===== src/design/btg_pkg.sv =====
// ----------------------------------------------------------------------------
// btg_pkg
// shared constants and helpers of the bernoulli cell traffic generator
// ----------------------------------------------------------------------------
`default_nettype none

package btg_pkg;

    localparam int DEF_MAX_PRIORITIES = 8;
    localparam int DEF_MAX_OUTPUTS    = 64;

    localparam int GEN_W  = 48;
    localparam int PROB_W = 49;
    localparam int REM_W  = 56;

    localparam logic [PROB_W-1:0] ONE48   = 49'h1_0000_0000_0000;
    localparam logic [34:0]       LCG_MUL = 35'h5_DEEC_E66D;
    localparam logic [GEN_W-1:0]  LCG_ADD = 48'hB;

    localparam logic [1:0] OP_TICK   = 2'd0;
    localparam logic [1:0] OP_LOAD_U = 2'd1;
    localparam logic [1:0] OP_LOAD_M = 2'd2;
    localparam logic [1:0] OP_RESEED = 2'd3;

    localparam logic [2:0] REG_TOTAL_UTIL  = 3'd0;
    localparam logic [2:0] REG_MCAST_FRAC  = 3'd1;
    localparam logic [2:0] REG_NUM_OUTPUTS = 3'd2;
    localparam logic [2:0] REG_PRIO_LEVELS = 3'd3;
    localparam logic [2:0] REG_SEED_MIX    = 3'd4;

    localparam logic [15:0] SEED_ARR0 = 16'h1234;
    localparam logic [15:0] SEED_ARR1 = 16'hde91;
    localparam logic [15:0] SEED_ARR2 = 16'h4184;
    localparam logic [15:0] SEED_PRT0 = 16'h3234;
    localparam logic [15:0] SEED_PRT1 = 16'h287d;
    localparam logic [15:0] SEED_PRT2 = 16'hbd39;
    localparam logic [15:0] SEED_CST0 = 16'ha561;
    localparam logic [15:0] SEED_CST1 = 16'ha123;
    localparam logic [15:0] SEED_CST2 = 16'ha736;

    function automatic logic [PROB_W-1:0] sat_one(input logic [PROB_W-1:0] v);
        return (v > ONE48) ? ONE48 : v;
    endfunction

    function automatic logic [GEN_W-1:0] seed_of(input logic [15:0] w0, input logic [15:0] w1,
                                                 input logic [15:0] w2, input logic [15:0] m);
        return {w2 ^ m, w1 ^ m, w0 ^ m};
    endfunction

endpackage

`default_nettype wire


===== src/design/btg_lcg.sv =====
// ----------------------------------------------------------------------------
// btg_lcg
// rand48 step x' = a*x + c mod 2^48, one 16-bit slice of x per cycle
// ----------------------------------------------------------------------------
`default_nettype none

module btg_lcg
    import btg_pkg::*;
(
    input  wire logic             clk,
    input  wire logic             rst_n,
    input  wire logic             start,
    input  wire logic [GEN_W-1:0] seed,
    output logic                  done,
    output logic [GEN_W-1:0]      result
);

    logic [GEN_W-1:0] x_reg;
    logic [GEN_W-1:0] acc_reg;
    logic [1:0]       cnt_reg;
    logic             busy_reg;
    logic             done_reg;
    logic [15:0]      slice;
    logic [50:0]      prod;
    logic [GEN_W-1:0] prod_sh;

    always_comb
    begin
        case (cnt_reg)
            2'd0:    slice = x_reg[15:0];
            2'd1:    slice = x_reg[31:16];
            default: slice = x_reg[47:32];
        endcase
        prod = 51'(LCG_MUL) * 51'(slice);
        case (cnt_reg)
            2'd0:    prod_sh = prod[47:0];
            2'd1:    prod_sh = {prod[31:0], 16'd0};
            default: prod_sh = {prod[15:0], 32'd0};
        endcase
    end

    always_ff @(posedge clk or negedge rst_n)
    begin
        if (!rst_n)
        begin
            busy_reg <= 1'b0;
            done_reg <= 1'b0;
            cnt_reg  <= 2'd0;
        end
        else
        begin
            done_reg <= 1'b0;
            if (start)
            begin
                busy_reg <= 1'b1;
                cnt_reg  <= 2'd0;
            end
            else if (busy_reg)
            begin
                cnt_reg <= cnt_reg + 2'd1;
                if (cnt_reg == 2'd2)
                begin
                    busy_reg <= 1'b0;
                    done_reg <= 1'b1;
                end
            end
        end
    end

    always_ff @(posedge clk)
    begin
        if (start)
        begin
            x_reg   <= seed;
            acc_reg <= LCG_ADD;
        end
        else if (busy_reg)
        begin
            acc_reg <= acc_reg + prod_sh;
        end
    end

    assign done   = done_reg;
    assign result = acc_reg;

endmodule

`default_nettype wire


===== src/design/bernoulli_cell_traffic_generator.sv =====
// ----------------------------------------------------------------------------
// bernoulli_cell_traffic_generator
// per-tick bernoulli cell source with priority walk and uniform unicast port
// ----------------------------------------------------------------------------
//  channel  | handshake               | payload
//  input    | in_valid / in_stall     | operation, share_index, share_value
//  output   | out_valid / out_stall   | cell_valid, is_multicast, cell_priority, dest_port
//  config   | apb psel/penable/pwrite | paddr (8*index), pwdata, prdata
//
//  a load or reseed goes straight to the done state; a tick draws one lcg step
//  per generator in use (arrival, then cast for a cell, then port for a
//  unicast cell), one share table read per walked level, and a 31-step
//  restoring modulo for the port
//  share tables reset to zero through per-entry valid bits, no clearing pass
//  a new request is taken while the previous result waits on out_stall; a
//  finished result then holds the sequencer until the output register frees
// ----------------------------------------------------------------------------
`default_nettype none

module bernoulli_cell_traffic_generator
    import btg_pkg::*;
#(
    parameter int MAX_PRIORITIES = DEF_MAX_PRIORITIES,
    parameter int MAX_OUTPUTS    = DEF_MAX_OUTPUTS
)
(
    input  wire logic              clk,
    input  wire logic              rst_n,
    input  wire logic              psel,
    input  wire logic              penable,
    input  wire logic              pwrite,
    input  wire logic [5:0]        paddr,
    input  wire logic [63:0]       pwdata,
    output logic      [63:0]       prdata,
    output logic                   pready,
    input  wire logic              in_valid,
    output logic                   in_stall,
    input  wire logic [1:0]        operation,
    input  wire logic [2:0]        share_index,
    input  wire logic [PROB_W-1:0] share_value,
    output logic                   out_valid,
    input  wire logic              out_stall,
    output logic                   cell_valid,
    output logic                   is_multicast,
    output logic [2:0]             cell_priority,
    output logic [5:0]             dest_port
);

    localparam int PW = (MAX_PRIORITIES > 1) ? $clog2(MAX_PRIORITIES) : 1;
    localparam int NW = $clog2(MAX_OUTPUTS + 1);

    localparam logic [2:0] ST_IDLE = 3'd0;
    localparam logic [2:0] ST_ARR  = 3'd1;
    localparam logic [2:0] ST_CAST = 3'd2;
    localparam logic [2:0] ST_WALK = 3'd3;
    localparam logic [2:0] ST_PORT = 3'd4;
    localparam logic [2:0] ST_DIV  = 3'd5;
    localparam logic [2:0] ST_DONE = 3'd6;

    // configuration registers
    logic [PROB_W-1:0] total_util_reg;
    logic [PROB_W-1:0] mcast_frac_reg;
    logic [6:0]        num_outputs_reg;
    logic [3:0]        prio_levels_reg;
    logic [15:0]       seed_mix_reg;
    logic              cfg_wr;

    // generators and share tables
    logic [GEN_W-1:0]  arrival_gen_reg;
    logic [GEN_W-1:0]  cast_gen_reg;
    logic [GEN_W-1:0]  port_gen_reg;
    logic [PROB_W-1:0] ushare_mem [MAX_PRIORITIES];
    logic [PROB_W-1:0] mshare_mem [MAX_PRIORITIES];
    logic [MAX_PRIORITIES-1:0] uvld_reg;
    logic [MAX_PRIORITIES-1:0] mvld_reg;
    logic [PROB_W-1:0] urd_reg;
    logic [PROB_W-1:0] mrd_reg;
    logic              uok_reg;
    logic              mok_reg;
    logic [PW-1:0]     raddr;

    // sequencer
    logic [2:0]        state_reg;
    logic [GEN_W-1:0]  draw_reg;
    logic              mc_reg;
    logic [PW-1:0]     p_reg;
    logic signed [REM_W-1:0] rem_reg;
    logic [30:0]       q_reg;
    logic [NW-1:0]     mod_reg;
    logic [NW-1:0]     n_reg;
    logic [4:0]        div_cnt_reg;
    logic              res_valid_reg;
    logic              res_mc_reg;
    logic [2:0]        res_prio_reg;
    logic [5:0]        res_port_reg;

    // output register
    logic              out_valid_reg;
    logic              out_cell_reg;
    logic              out_mc_reg;
    logic [2:0]        out_prio_reg;
    logic [5:0]        out_port_reg;

    logic              lcg_start;
    logic [GEN_W-1:0]  lcg_seed;
    logic              lcg_done;
    logic [GEN_W-1:0]  lcg_res;

    logic              accept;
    logic              out_free;
    logic [31:0]       idx_w;
    logic              idx_ok;
    logic [PROB_W-1:0] share_sat;
    logic [31:0]       lv_w;
    logic [PW-1:0]     lv_top;
    logic [PROB_W-1:0] share_rd;
    logic signed [REM_W-1:0] rem_new;
    logic              walk_hit;
    logic              walk_end;
    logic [31:0]       prio_w;
    logic [31:0]       n_w;
    logic [NW:0]       div_t;
    logic [NW-1:0]     mod_new;
    logic [31:0]       mod_w;
    logic [31:0]       wp_w;

    btg_lcg u_lcg (
        .clk    (clk),
        .rst_n  (rst_n),
        .start  (lcg_start),
        .seed   (lcg_seed),
        .done   (lcg_done),
        .result (lcg_res)
    );

    // ---------------- configuration port ----------------
    assign pready = 1'b1;
    assign cfg_wr = psel && penable && pwrite;

    always_comb
    begin
        unique case (paddr[5:3])
            REG_TOTAL_UTIL:  prdata = 64'(total_util_reg);
            REG_MCAST_FRAC:  prdata = 64'(mcast_frac_reg);
            REG_NUM_OUTPUTS: prdata = 64'(num_outputs_reg);
            REG_PRIO_LEVELS: prdata = 64'(prio_levels_reg);
            REG_SEED_MIX:    prdata = 64'(seed_mix_reg);
            default:         prdata = 64'd0;
        endcase
    end

    always_ff @(posedge clk or negedge rst_n)
    begin
        if (!rst_n)
        begin
            total_util_reg  <= '0;
            mcast_frac_reg  <= '0;
            num_outputs_reg <= 7'd1;
            prio_levels_reg <= 4'd1;
            seed_mix_reg    <= '0;
        end
        else if (cfg_wr)
        begin
            unique case (paddr[5:3])
                REG_TOTAL_UTIL:  total_util_reg  <= sat_one(pwdata[PROB_W-1:0]);
                REG_MCAST_FRAC:  mcast_frac_reg  <= sat_one(pwdata[PROB_W-1:0]);
                REG_NUM_OUTPUTS: num_outputs_reg <= pwdata[6:0];
                REG_PRIO_LEVELS: prio_levels_reg <= pwdata[3:0];
                REG_SEED_MIX:    seed_mix_reg    <= pwdata[15:0];
                default:         ;
            endcase
        end
    end

    // ---------------- request side ----------------
    assign in_stall  = (state_reg != ST_IDLE);
    assign accept    = in_valid && !in_stall;
    assign out_free  = !out_valid_reg || !out_stall;
    assign idx_w     = 32'(share_index);
    assign idx_ok    = (idx_w < 32'(MAX_PRIORITIES));
    assign share_sat = sat_one(share_value);

    // levels in use, clamped to the table depth
    assign lv_w   = (32'(prio_levels_reg) > 32'(MAX_PRIORITIES)) ? 32'(MAX_PRIORITIES)
                                                                 : 32'(prio_levels_reg);
    assign lv_top = PW'(lv_w - 32'd1);

    assign share_rd = mc_reg ? (mok_reg ? mrd_reg : '0) : (uok_reg ? urd_reg : '0);
    assign rem_new  = rem_reg - REM_W'(share_rd);
    assign walk_hit = $signed(REM_W'(draw_reg)) > rem_new;
    assign walk_end = walk_hit || (p_reg == '0);
    assign prio_w   = walk_hit ? 32'(p_reg) : 32'd0;

    assign raddr = (state_reg == ST_WALK) ? (p_reg - PW'(1)) : lv_top;

    assign n_w = (num_outputs_reg == 7'd0) ? 32'd1 :
                 (32'(num_outputs_reg) > 32'(MAX_OUTPUTS)) ? 32'(MAX_OUTPUTS)
                                                           : 32'(num_outputs_reg);

    // restoring modulo, one dividend bit per cycle
    assign div_t   = {mod_reg, q_reg[30]};
    assign mod_new = (div_t >= {1'b0, n_reg}) ? NW'(div_t - {1'b0, n_reg}) : NW'(div_t);
    assign mod_w   = 32'(mod_new);
    assign wp_w    = 32'(lv_w == 32'd0);

    always_comb
    begin
        lcg_start = 1'b0;
        lcg_seed  = arrival_gen_reg;
        unique case (state_reg)
            ST_IDLE:
            begin
                lcg_start = accept && (operation == OP_TICK);
                lcg_seed  = arrival_gen_reg;
            end
            ST_ARR:
            begin
                lcg_start = lcg_done && ({1'b0, lcg_res} < total_util_reg);
                lcg_seed  = cast_gen_reg;
            end
            ST_CAST:
            begin
                lcg_start = lcg_done && ({1'b0, lcg_res} >= mcast_frac_reg) && (wp_w[0]);
                lcg_seed  = port_gen_reg;
            end
            ST_WALK:
            begin
                lcg_start = walk_end && !mc_reg;
                lcg_seed  = port_gen_reg;
            end
            default:
            begin
                lcg_start = 1'b0;
                lcg_seed  = arrival_gen_reg;
            end
        endcase
    end

    // share tables: written on load requests, read one level per cycle
    always_ff @(posedge clk)
    begin
        if (accept && idx_ok && (operation == OP_LOAD_U))
        begin
            ushare_mem[idx_w[PW-1:0]] <= share_sat;
        end
        if (accept && idx_ok && (operation == OP_LOAD_M))
        begin
            mshare_mem[idx_w[PW-1:0]] <= share_sat;
        end
        urd_reg <= ushare_mem[raddr];
        mrd_reg <= mshare_mem[raddr];
    end

    always_ff @(posedge clk or negedge rst_n)
    begin
        if (!rst_n)
        begin
            uvld_reg <= '0;
            mvld_reg <= '0;
            uok_reg  <= 1'b0;
            mok_reg  <= 1'b0;
        end
        else
        begin
            if (accept && idx_ok && (operation == OP_LOAD_U))
            begin
                uvld_reg[idx_w[PW-1:0]] <= 1'b1;
            end
            if (accept && idx_ok && (operation == OP_LOAD_M))
            begin
                mvld_reg[idx_w[PW-1:0]] <= 1'b1;
            end
            uok_reg <= uvld_reg[raddr];
            mok_reg <= mvld_reg[raddr];
        end
    end

    // ---------------- sequencer ----------------
    always_ff @(posedge clk or negedge rst_n)
    begin
        if (!rst_n)
        begin
            state_reg       <= ST_IDLE;
            arrival_gen_reg <= '0;
            cast_gen_reg    <= '0;
            port_gen_reg    <= '0;
            div_cnt_reg     <= '0;
            draw_reg        <= '0;
            mc_reg          <= 1'b0;
            p_reg           <= '0;
            rem_reg         <= '0;
            q_reg           <= '0;
            mod_reg         <= '0;
            n_reg           <= '0;
            res_valid_reg   <= 1'b0;
            res_mc_reg      <= 1'b0;
            res_prio_reg    <= 3'd0;
            res_port_reg    <= 6'd0;
        end
        else
        begin
            unique case (state_reg)
                ST_IDLE:
                begin
                    if (accept)
                    begin
                        res_valid_reg <= 1'b0;
                        res_mc_reg    <= 1'b0;
                        res_prio_reg  <= 3'd0;
                        res_port_reg  <= 6'd0;
                        if (operation == OP_TICK)
                        begin
                            state_reg <= ST_ARR;
                        end
                        else
                        begin
                            state_reg <= ST_DONE;
                        end
                        if (operation == OP_RESEED)
                        begin
                            arrival_gen_reg <= seed_of(SEED_ARR0, SEED_ARR1, SEED_ARR2,
                                                       seed_mix_reg);
                            port_gen_reg    <= seed_of(SEED_PRT0, SEED_PRT1, SEED_PRT2,
                                                       seed_mix_reg);
                            cast_gen_reg    <= seed_of(SEED_CST0, SEED_CST1, SEED_CST2,
                                                       seed_mix_reg);
                        end
                    end
                end
                ST_ARR:
                begin
                    if (lcg_done)
                    begin
                        arrival_gen_reg <= lcg_res;
                        draw_reg        <= lcg_res;
                        state_reg       <= lcg_start ? ST_CAST : ST_DONE;
                    end
                end
                ST_CAST:
                begin
                    if (lcg_done)
                    begin
                        cast_gen_reg  <= lcg_res;
                        mc_reg        <= ({1'b0, lcg_res} < mcast_frac_reg);
                        res_valid_reg <= 1'b1;
                        res_mc_reg    <= ({1'b0, lcg_res} < mcast_frac_reg);
                        p_reg         <= lv_top;
                        rem_reg       <= REM_W'(total_util_reg);
                        // zero levels in use: priority 0 without a walk
                        if (wp_w[0])
                        begin
                            state_reg <= lcg_start ? ST_PORT : ST_DONE;
                        end
                        else
                        begin
                            state_reg <= ST_WALK;
                        end
                    end
                end
                ST_WALK:
                begin
                    rem_reg <= rem_new;
                    p_reg   <= p_reg - PW'(1);
                    if (walk_end)
                    begin
                        res_prio_reg <= prio_w[2:0];
                        state_reg    <= mc_reg ? ST_DONE : ST_PORT;
                    end
                end
                ST_PORT:
                begin
                    if (lcg_done)
                    begin
                        port_gen_reg <= lcg_res;
                        q_reg        <= lcg_res[47:17];
                        mod_reg      <= '0;
                        n_reg        <= NW'(n_w);
                        div_cnt_reg  <= '0;
                        state_reg    <= ST_DIV;
                    end
                end
                ST_DIV:
                begin
                    mod_reg     <= mod_new;
                    q_reg       <= {q_reg[29:0], 1'b0};
                    div_cnt_reg <= div_cnt_reg + 5'd1;
                    if (div_cnt_reg == 5'd30)
                    begin
                        res_port_reg <= mod_w[5:0];
                        div_cnt_reg  <= '0;
                        state_reg    <= ST_DONE;
                    end
                end
                ST_DONE:
                begin
                    if (out_free)
                    begin
                        state_reg <= ST_IDLE;
                    end
                end
                default:
                begin
                    state_reg <= ST_IDLE;
                end
            endcase
        end
    end

    // ---------------- output register ----------------
    always_ff @(posedge clk or negedge rst_n)
    begin
        if (!rst_n)
        begin
            out_valid_reg <= 1'b0;
        end
        else if ((state_reg == ST_DONE) && out_free)
        begin
            out_valid_reg <= 1'b1;
        end
        else if (!out_stall)
        begin
            out_valid_reg <= 1'b0;
        end
    end

    always_ff @(posedge clk)
    begin
        if ((state_reg == ST_DONE) && out_free)
        begin
            out_cell_reg <= res_valid_reg;
            out_mc_reg   <= res_mc_reg;
            out_prio_reg <= res_prio_reg;
            out_port_reg <= res_port_reg;
        end
    end

    assign out_valid     = out_valid_reg;
    assign cell_valid    = out_cell_reg;
    assign is_multicast  = out_mc_reg;
    assign cell_priority = out_prio_reg;
    assign dest_port     = out_port_reg;

`ifndef NO_ASSERTIONS
    a_lcg_done_waited: assert property (@(posedge clk) disable iff (!rst_n)
        lcg_done |-> (state_reg == ST_ARR || state_reg == ST_CAST || state_reg == ST_PORT))
        else $error("lcg result arrived with no step waiting on it");

    a_no_cell_clear: assert property (@(posedge clk) disable iff (!rst_n)
        (out_valid && !cell_valid) |-> (!is_multicast && cell_priority == 3'd0
                                        && dest_port == 6'd0))
        else $error("empty slot carries cell fields");

    a_mcast_no_port: assert property (@(posedge clk) disable iff (!rst_n)
        (out_valid && is_multicast) |-> (cell_valid && dest_port == 6'd0))
        else $error("multicast cell with a destination port");

    a_div_only_in_div: assert property (@(posedge clk) disable iff (!rst_n)
        (div_cnt_reg != 5'd0) |-> (state_reg == ST_DIV))
        else $error("modulo counter running outside the modulo step");
`endif

endmodule

`default_nettype wire

===== config.mk =====
export PLATFORM = sky130hd
export DESIGN_NAME = bernoulli_cell_traffic_generator
export DESIGN_NICKNAME = d
export VERILOG_FILES = /design/src/design/btg_pkg.sv /design/src/design/btg_lcg.sv /design/src/design/bernoulli_cell_traffic_generator.sv
export SDC_FILE = /design/constraint.sdc
export NUM_CORES = 2
export LEC_CHECK = 0
export BUFFER_PORTS_ARGS = -buffer_cell sky130_fd_sc_hd__buf_2
export CAP_MARGIN = 20
export CORE_MARGIN = 3
export CORE_UTILIZATION = 35
export DETAILED_ROUTE_END_ITERATION = 6
export PLACE_DENSITY = 0.53
export SLEW_MARGIN = 25
export SYNTH_ARGS = -nofsm -noshare
export SYNTH_HDL_FRONTEND = slang
export SYNTH_SLANG_ARGS = --single-unit

===== constraint.sdc =====
create_clock -name clk -period 29.2 [get_ports clk]
set_clock_uncertainty 0.15 [all_clocks]
set_input_delay 2.92 -clock clk [delete_from_list [all_inputs] [get_ports clk]]
set_output_delay 2.92 -clock clk [all_outputs]
set_load 0.01 [all_outputs]

After elaboration in Yosys (flattened, before gate mapping)
Memory sizes are Yosys's and may differ from the RTL's. A register that Yosys moved wholly into a read port is not among the register bits. Cells that the tools add are included.

Bits in registers: 571. RAM bits: 784. Input port bits: 131. Memories kept: 2.

Memory list: mshare_mem (depth 8, width 49, rd ports 1, clocked after Yosys merged registers in 1, write ports 1, line bernoulli_cell_traffic_generator.sv:73) `logic [PROB_W-1:0] mshare_mem [MAX_PRIORITIES];`; ushare_mem (depth 8, width 49, rd ports 1, clocked after Yosys merged registers in 1, write ports 1, line bernoulli_cell_traffic_generator.sv:72) `logic [PROB_W-1:0] ushare_mem [MAX_PRIORITIES];`.

$add $sub $neg: 7. Multipliers: 1. $lt $le $gt $ge: 13. Equality and inequality tests: 25. Mux-type cells: 81. Bitwise logic cells: 11. Reduce and logical (&&, ||, !) cells: 53.

Operators by type and width (number): $pmux 48 s2 (5); $mux 48 (7); $mux 49 (5); $pmux 49 s5 (1); $pmux 56 s2 (1); $gt 49x49->1 const B (2); $lt 48x49->1 (2); $pmux 31 s2 (1); $gt 49x56->1 (1); $mux 56 (1); $sub 56x49->56 (1); $ge 48x49->1 (1); $add 48x48->48 (1); $mul 35x16->48 const A (1); $mux 3 (15); $logic_not 32->1 (1); $pmux 16 s2 (1); $mux 31 (1); $mux 7 (4); $pmux 3 s7 (1); $reduce_and 2->1 (10); $mux 1 (18); $not 9->9 (2); $or 8x8->8 (2); 47 further kinds (106).

Logic depth before layout (Yosys ltp)
Depth in word-level cells: 11. Mapped depth: 47. Mapped depth without buffers: 43.

By module
From an unflattened synthesis, not the netlist that was laid out.

Cell total of the unflattened synthesis: 6348. Area, all modules: 76806.2 sq um.

Modules (own cells, without submodules): bernoulli_cell_traffic_generator (instances 1, cells an instance 4528, area each 60130.2 sq um); btg_lcg (instances 1, cells an instance 1820, area each 16676.0 sq um).

Worst setup path before layout
No wires, ideal clock.

Kind: register to register. Start: reg u_lcg.cnt_reg[0]. End: reg u_lcg.acc_reg[38], in the netlist u_lcg.result[38]. Setup time: 0.074 ns. Arrival: 9.702 ns. Required time: 28.976 ns. Slack: 19.274 ns. Cell stages (with the launch flop): 38. Buffers on the path: 3. Period minus slack after synthesis: 9.926 ns. Path through: dfrtp_1 inv_1 ha_1 clkbuf_1 inv_1 nand2_1 clkbuf_1 o21ai_0 inv_1 fa_1 inv_1 fa_1 inv_1 fa_1 ha_1 o21a_1 nor2_1 a21oi_1 [... 2 more ...] o2bb2ai_1 o21a_1 nor2_1 xnor2_1 a22o_1 ha_1 clkbuf_2 nand3_1 or3_1 or3_1 a211oi_1 o31ai_1 a21oi_1 nor2_1 nor3_2 a21boi_0 mux2_2 a31oi_1.

Word-level cells in the longest chain between the ends: 5.

RTL lines: start: declaration (line btg_lcg.sv:20) `logic [1:0] cnt_reg;`; start signal: assignment (line btg_lcg.sv:60) `cnt_reg <= cnt_reg + 2'd1;`; $eq 2x1->1 / $logic_not 2->1 (equally long branches) (line btg_lcg.sv:29, btg_lcg.sv:35); $pmux 16 s2 (line btg_lcg.sv:29) `case (cnt_reg)`; $mul 35x16->48 (line btg_lcg.sv:34) `prod = 51'(LCG_MUL) * 51'(slice);`; $pmux 48 s2 (*) (line btg_lcg.sv:35) `case (cnt_reg)`; $add 48x48->48 (*) (line btg_lcg.sv:79) `acc_reg <= acc_reg + prod_sh;`; end signal: assignment (line btg_lcg.sv:79); end: declaration (line btg_lcg.sv:19) `logic [GEN_W-1:0] acc_reg;`.

Mark *: on every way between the ends. The rest lies on a longest branch, timed or not. A chain may end at the register's enable or synchronous reset.

Worst setup path after layout
Start: reg u_lcg.cnt_reg[0]. End: reg u_lcg.acc_reg[47], in the netlist u_lcg.result[47].

The elaborated chain is that of the path after synthesis.

==> flow_summary.toml <==
[outcome]
status = "completed"

[worst_setup_path]
path_class = "reg -> reg"
r2r-end = "u_lcg.result[47]"
worst_path_most_repeated_cell = "inv_1"
worst-path-stages = 46
crit_arrival_ns = 12.71
critPathSlowestCell = "fa_1"
critPathRequiredTime_ns = 29.66
reg2reg_from = "u_lcg.cnt_reg[0]"
r2r_cells = 46
r2r_slack_ns = 16.95
slowest_delay_ns = 0.60
cp-start-kind = "register"
crit_fanout = 27
endpoint_kind = "register"
cp_num_buf_inv = 12
crit_family = "adder cells"

[clock_network]
post_cts_resized = 0
cts_tree = "yes"
cts_root_buffer = "clkbuf_16"
clk_path_buf_depth = 3
post_cts_buffers = 0
htree_levels = 4
path_clk_slew_ns = 0.06
clock-sinks = 1453
numCtsBuffers = 153
cts_hold_buf = 0
clkLatencyLatePin_ns = 0.82

[drt]
viasPerCell = 5.40
wire_per_inst_um = 25.1
remaining_drc_errors = 0
drt-total-wl_um = 239000
dr.pass1.iters = 5
num_vias = 51399
ant_nets = 0
drt_iter0_drc = 3997

[grt]
grt_use_met2_pct = 34.8
grt.met3_usage_pct = 2.77
grt.met1_usage_pct = 28.1
grt_max_degree = 162
grt_pass1_wl_um = 352000
track_usage_pct = 21.1
grt_overflow_total = 0
grt_pass1_vias = 51672
top_usage_layer = "met2"
grt_antenna_before_repair = 16

[layout]
layout.nets = 7308
drive_gt1_share_pct = 15.0
layout_commonest_cell = "edfxtp_1"
multi_input_area_mm2 = 0.0343
final_cell_mix = "edfxtp_1, o21ai_0, nand2_1"
fillers = 20684
area_growth_syn_to_layout_pct = 12.2
seqCellArea_mm2 = 0.0399

[floorplanning]
die_w_um = 475
top_level_ports = 209
initial_utilization_pct = 35.4
fp-row-count = 171
design.die.area_mm2 = 0.226
fp.dieH_um = 475
core-area_mm2 = 0.218

[timing]
finalCritPeriodShare_pct = 41.9
max-slew-margin-rel_pct = 26.7
slew_viol_final = 0
hold_viol = 0
grt_setup_unrepaired = "no"
fin_setup_tns_ns = 0
finalSetupViolCount = 0
period_minus_slack_ns = 12.25
fmax_ghz = 0.0816
worst_pin_slew_ns = 1.07
fin_ws_ns = 16.95

[hold_path]
min_path_type = "reg -> reg"
whs_endpoint = "dest_port[4]"
hold_start = "res_port_reg[4]"
worstHoldPathCells = 0

[place]
gp_congestion = 0.952
place_ws_ns = 17.10
io_buffers = 174
place_hpwl_um = 167000

[yosys]
syn_inst = 6405
netlist_area_mm2 = 0.0771
synth_edf_count = 843
ys_warn_count = 0
async_reset_ff_share_pct = 31.9
synth_area_per_cell_um2 = 12.0
dominantRegCellSynth = "edfxtp_1"
synth_cell_type_count = 91
ys_seq_elements = 1453
yosysSeqAreaShare_pct = 51.7

[run]
drv_cap = 0
-- stage by stage --
stage	area, µm²	std cells	hold slack, ns	utilization (%)
5_1_grt	86500	9519	0.315	39.7
3_3_place_gp	81400	9229	0.282	37.3
2_1_floorplan	77200	6419	0.275	-
4_1_cts	86500	9518	0.302	39.7
6_report	86500	9523	0.299	39.7
3_5_place_dp	81600	9234	0.288	37.4
-- layer usage --
metal | up-vias | part of all wire [%]
met2 | 1431 | 48
met3 | 390 | 5.0
met4 | 0 | 4.4
met5 | - | 0
li1 | 23473 | -
met1 | 26105 | 43
-- worst max path at each step --
stage,slack [ns],startpoint,end
6_report,16.95,u_lcg.cnt_reg[0],u_lcg.result[47]
5_1_grt,16.43,u_lcg.cnt_reg[0],u_lcg.result[47]
4_1_cts,17.06,u_lcg.cnt_reg[0],u_lcg.result[47]
3_5_place_dp,17.10,u_lcg.cnt_reg[0],u_lcg.result[47]
3_3_place_gp,17.09,u_lcg.cnt_reg[0],u_lcg.result[47]
2_1_floorplan,19.27,u_lcg.cnt_reg[0],u_lcg.result[38]
-- final cells by class --
class                   count  share of cell area (%)
diodes                      5                  0.0145
clock buffers             219                    4.93
clock inverters            65                   0.751
inverters                 526                    2.28
multi-input cells        4114                    39.6
flip-flops and latches   1453                    46.1
well taps                2854                    4.13
repair buffers            287                    2.17
-- cell usage after synthesis (15+ instances only) --
library cell  instances  area, µm²
nor2_1              271       1020
nand3b_1             15        113
nor4_1               32        200
nor2b_1              81        507
xor2_1               52        455
dfrtp_1             462      11600
a31oi_1              35        219
a21o_1              123        923
nand2_1             555       2080
o21a_1               30        225
or3_1                21        131
and2_1               94        588
nor3_1               42        210
fa_1                228       4560
nand2b_1             32        200
clkbuf_1            253        950
ha_1                414       5180
a21oi_1             345       1730
and3_1               25        156
buf_2                29        145
a22o_1               48        420
xnor2_1              86        753
mux2_2              184       2070
buf_1                21       78.8
a211oi_1             26        195
buf_4                20        150
nand4_1              53        332
a22oi_1             157       1180
o21ai_0             563       2820
inv_1               525       1970
o21bai_1             18        135
o211ai_1             21        158
or2_2                25        156
mux2i_1              77        771
o31ai_1              32        240
nand3_1              51        255
dfxtp_1             146       2920
mux4_2              200       4500
edfxtp_1            843      25300
-- cell families (layout without fill, tap and decap cells) --
logic type,count (synthesis),in the layout,synth area share (%)
AOI/OAI and AO/OA,1520,1520,12.1
xor gates and xnor gates,138,138,1.57
adders and majority gates,642,642,12.6
buffers and inverters,852,1097,4.31
DFF,1453,1453,51.7
muxes,462,462,9.54
other,2,21,0.00974
and+or+nand+nor,1336,1336,8.16
Power is not shown: default switching activity piles up to over one toggle a cycle in this logic, so the estimate is an artifact.
